**src/bfsp_pkg.sv**
```systemverilog
// shared types and constants for the bellman-ford shortest path block
package bfsp_pkg;

	localparam int VCOUNT_W = 7;
	localparam int VID_W    = 6;
	localparam int WEIGHT_W = 16;
	localparam int DIST_W   = 32;
	localparam int PADDR_W  = 3;
	localparam int PDATA_W  = 32;
	localparam int S_DATA_W = 32;
	localparam int M_DATA_W = 40;
	localparam int M_USER_W = 3;

	localparam logic signed [DIST_W-1:0] DIST_MAX = 32'sh7fff_ffff;
	localparam logic signed [DIST_W-1:0] DIST_MIN = 32'sh8000_0000;

	localparam logic OP_LOAD = 1'b0;
	localparam logic OP_RUN  = 1'b1;

	localparam logic REG_VCOUNT = 1'b0;
	localparam logic REG_SOURCE = 1'b1;

	localparam logic [VCOUNT_W-1:0] VCOUNT_RESET = 7'd64;

	typedef enum logic [3:0] {
		S_IDLE,
		S_INIT,
		S_FETCH,
		S_EDGE,
		S_ADD,
		S_CMP,
		S_OUT_RD,
		S_OUT_LD,
		S_OUT_WAIT
	} bfsp_state_t;

	typedef struct packed {
		logic signed [WEIGHT_W-1:0] weight;
		logic [VID_W-1:0]           to_v;
		logic [VID_W-1:0]           from_v;
	} edge_t;

	typedef struct packed {
		logic add_en;
		logic edge_ok;
		logic reach_to;
	} relax_ctl_t;

endpackage

```
**src/bfsp_relax.sv**
```systemverilog
// shared relaxation unit: saturating add stage and improvement compare
module bfsp_relax (
	input  logic                                clk,
	input  bfsp_pkg::relax_ctl_t                ctl,
	input  logic signed [bfsp_pkg::DIST_W-1:0]   dist_from,
	input  logic signed [bfsp_pkg::WEIGHT_W-1:0] weight,
	input  logic signed [bfsp_pkg::DIST_W-1:0]   dist_to,
	output logic signed [bfsp_pkg::DIST_W-1:0]   cand,
	output logic                                improve
);
	import bfsp_pkg::*;

	logic signed [DIST_W:0]   sum;
	logic signed [DIST_W-1:0] sat;
	logic signed [DIST_W-1:0] cand_q;

	assign sum = {dist_from[DIST_W-1], dist_from}
		+ {{(DIST_W + 1 - WEIGHT_W){weight[WEIGHT_W-1]}}, weight};

	always_comb begin
		if (sum[DIST_W] != sum[DIST_W-1]) begin
			sat = sum[DIST_W] ? DIST_MIN : DIST_MAX;
		end else begin
			sat = sum[DIST_W-1:0];
		end
	end

	always_ff @(posedge clk) begin
		if (ctl.add_en) begin
			cand_q <= sat;
		end
	end

	assign cand    = cand_q;
	assign improve = ctl.edge_ok && (!ctl.reach_to || (cand_q < dist_to));

endmodule

```
**config.mk**
```make
export PLATFORM = sky130hd
export DESIGN_NAME = bfsp_relax
export DESIGN_NICKNAME = d
export VERILOG_FILES = /design/src/bfsp_pkg.sv /design/src/bfsp_relax.sv
export SDC_FILE = /design/constraint.sdc
export NUM_CORES = 1
export LEC_CHECK = 0
export ABC_AREA = 1
export BUFFER_PORTS_ARGS = -buffer_cell sky130_fd_sc_hd__buf_4
export CAP_MARGIN = 20
export CORE_ASPECT_RATIO = 2
export CORE_MARGIN = 2
export CORE_UTILIZATION = 54
export CTS_CLUSTER_DIAMETER = 200
export CTS_CLUSTER_SIZE = 12
export DETAILED_ROUTE_END_ITERATION = 16
export PLACE_DENSITY = 0.82
export SETUP_SLACK_MARGIN = 0.2
export SLEW_MARGIN = 20
export SYNTH_ARGS = -nofsm -noshare
export SYNTH_HDL_FRONTEND = slang
export SYNTH_SLANG_ARGS = --single-unit
```
**constraint.sdc**
```tcl
create_clock -name clk -period 3.1 [get_ports clk]
set_input_delay 0.62 -clock clk [delete_from_list [all_inputs] [get_ports clk]]
set_output_delay 0.62 -clock clk [all_outputs]
set_load 0.02 [all_outputs]
```
==> qor.yml <==
ys_seq_elements: 32
ant_nets: 0
cts_buffers: 5
netlist.area_leader.share_pct: 22.68
htree_num_levels: 2
coreArea_um2: 7601
synth.largest_area_cell: "edfxtp_1"
critPathSlowestCell: "ha_1"
synth_top_family_by_area: "simple AND/OR/NAND/NOR gates"
worstPathRequired_ps: 2480
worstPathCellList: "buf_4 -> inv_1 -> ha_1 -> a21oi_1 -> nor2_1 -> nor3_1 -> nand2_1 -> nand2_1 -> nand2_1 -> nand2_1 -> nand3_1 -> nand2_1 -> nor2_1 -> nor2_1 -> buf_4"
post-route-util_pct: 70.26
synth_xor_area_share_pct: 3.928
hp-class: "primary input to flop"
synth.avg_cell_area_um2: 6.518
synth_compound_gate_area_share_pct: 10.04
viasPerCell: 5.233
grt_max_degree: 33
drt_iter0_drc: 145
drv_slew: 0
synthTopCellsByArea: "edfxtp_1 (23%), nand2_1 (21%), ha_1 (19%)"
synth_ff_type: "edfxtp_1"
synth_edf_count: 32
seq_area_frac_synth_pct: 22.68
ioPinCount: 117
setup_viol: 0
crit_top_cell: "nand2_1"
clk_pin_slew_ps: 50
p_leak_nw: 3.051
path_max_fanout: 2
portBuffers: 116
yosys.area_share.simple_pct: 33.55
cts_root_buf: "clkbuf_16"
period_share_pct: 88.37
rows: 45
arrival_ps: 2120
fp.dieW_um: 66.63
synth_nets: 798
drt_drc_violations_left: 0
cts.sink_count: 32
wl_mm: 11.90
gr-total-overflow: 0
largest_reg_flops: 32
fin_nets: 920
crit_path_end_kind: "output pin"
syn_inst: 650
max_stage_delay_ps: 310
total_power_w: 0.002213
vias: 4521
mappedNetlistArea_um2: 4237
fill_cells: 684
max_freq_mhz: 365.1
outcome: "completed"
ctsLongestPathBuffers: 2
start_util_pct: 55.74
rsz0062_at_grt: "false"
irDropWorstVdd_mv: 0.2314
grt_usage_pct: 28.83
drive_gt1_share_pct: 18.31
synth_fa_ha_area_share_pct: 19.08
async_reset_ff_share_pct: 0
maxSlewHeadroom_pct: 71.43
postPlaceCellArea_um2: 5211
worst_pin_slew_ps: 426.9
first_global_vias: 4575
synth_common_cells: "nand2_1 (236), inv_1 (106), ha_1 (63)"
yosysMostFrequentCell: "nand2_1"
synthToLayoutAreaGrowth_pct: 26.05
tritoncts: "built"
die_area_um2: 8613
worst-setup-path-type: "primary input to output pin"
place.gp.congestion: 0.9462
antenna_found_initial: 0
dp_hpwl_mm: 10.53
yosysWarnings: 0
power.density_nw_per_um2: 414.4
num_antenna_cells: 0
fin_tns_setup_ps: 0
grt_first_pass_wirelength_mm: 19.11
synth.distinct_cells: 26
min_period_ps: 2739
finalHoldViolations: 0
dr.pass1.iters: 4
fin_area_um2: 5340
whs_ps: 768.6
cap_violations: 0
synth_mux_area_share_pct: 0
critical_path_buf_inv_count: 3
critPathLaunchType: "primary input"
post_drt_wl_per_cell_um: 13.77
cp_top_family: "simple AND/OR/NAND/NOR gates"
die-height_um: 129.3
[path summary, 6_finish.rpt]
path	start	endpoint	slack, ps	cells past startpoint
setup / recovery	dist_to[5]	improve	360	15
hold / removal	weight[0]	cand[0]	770	4
[area by class of cell]
type                       count  area, um^2  share of cell area [%]
clock buffer                   5       125.1                   2.343
inverter                     106       397.9                   7.451
multi-input combinational    507        2825                   52.91
sequential                    32       960.9                   17.99
tap                           94       117.6                   2.202
timing repair buffer         120       913.4                   17.10
[kinds of logic (layout without fill, tap and decap cells)]
family	Yosys count	after routing
AND/OR/NAND/NOR	346	346
adder cells (fa/ha/maj)	64	64
XOR/XNOR	19	19
buffers and inverters	111	231
flip-flops	32	32
AO/OA/AOI/OAI	78	78
[layer usage]
metal	up-vias	part of all wire, %	GRT usage, %
met5	-	0	0
met4	0	4.6	15.61
met3	31	2.3	0.6944
met1	2045	35	25.90
li1	2324	-	-
met2	121	59	60.24
[timing repair]
action,in CTS,in global routing
hold buffers,0,0
setup endpoints to repair,0,1
hold endpoints to repair,0,0
resized for setup,0,2
buffers inserted,0,0
[stage by stage]
step	instances	worst slack [ps]
2_1_floorplan	650	594.1
3_3_place_gp	859	280.6
3_5_place_dp	859	235.1
4_1_cts	864	322.8
5_1_grt	864	210.1
6_report	864	360.7
[placed cells by master (no fill, tap or decap), types with 4 or more instances in the layout]
| cell | count |
|---|---|
| a21oi_1 | 45 |
| buf_4 | 119 |
| clkbuf_16 | 5 |
| edfxtp_1 | 32 |
| ha_1 | 63 |
| inv_1 | 106 |
| nand2_1 | 236 |
| nand2_2 | 10 |
| nand3_1 | 27 |
| nand3b_1 | 4 |
| nor2_1 | 50 |
| nor3_1 | 5 |
| nor4_1 | 4 |
| o21ai_0 | 17 |
| o21bai_1 | 10 |
| xor2_1 | 16 |
[where the power goes]
| part | internal [W] | switching [W] |
|---|---|---|
| registers | 0.000604 | 0.0000549 |
| logic | 0.000468 | 0.000666 |
| clock network | 0.000281 | 0.000140 |
| total | 0.00135 | 0.000861 |
No activity file was read; power rests on OpenSTA's default activity.
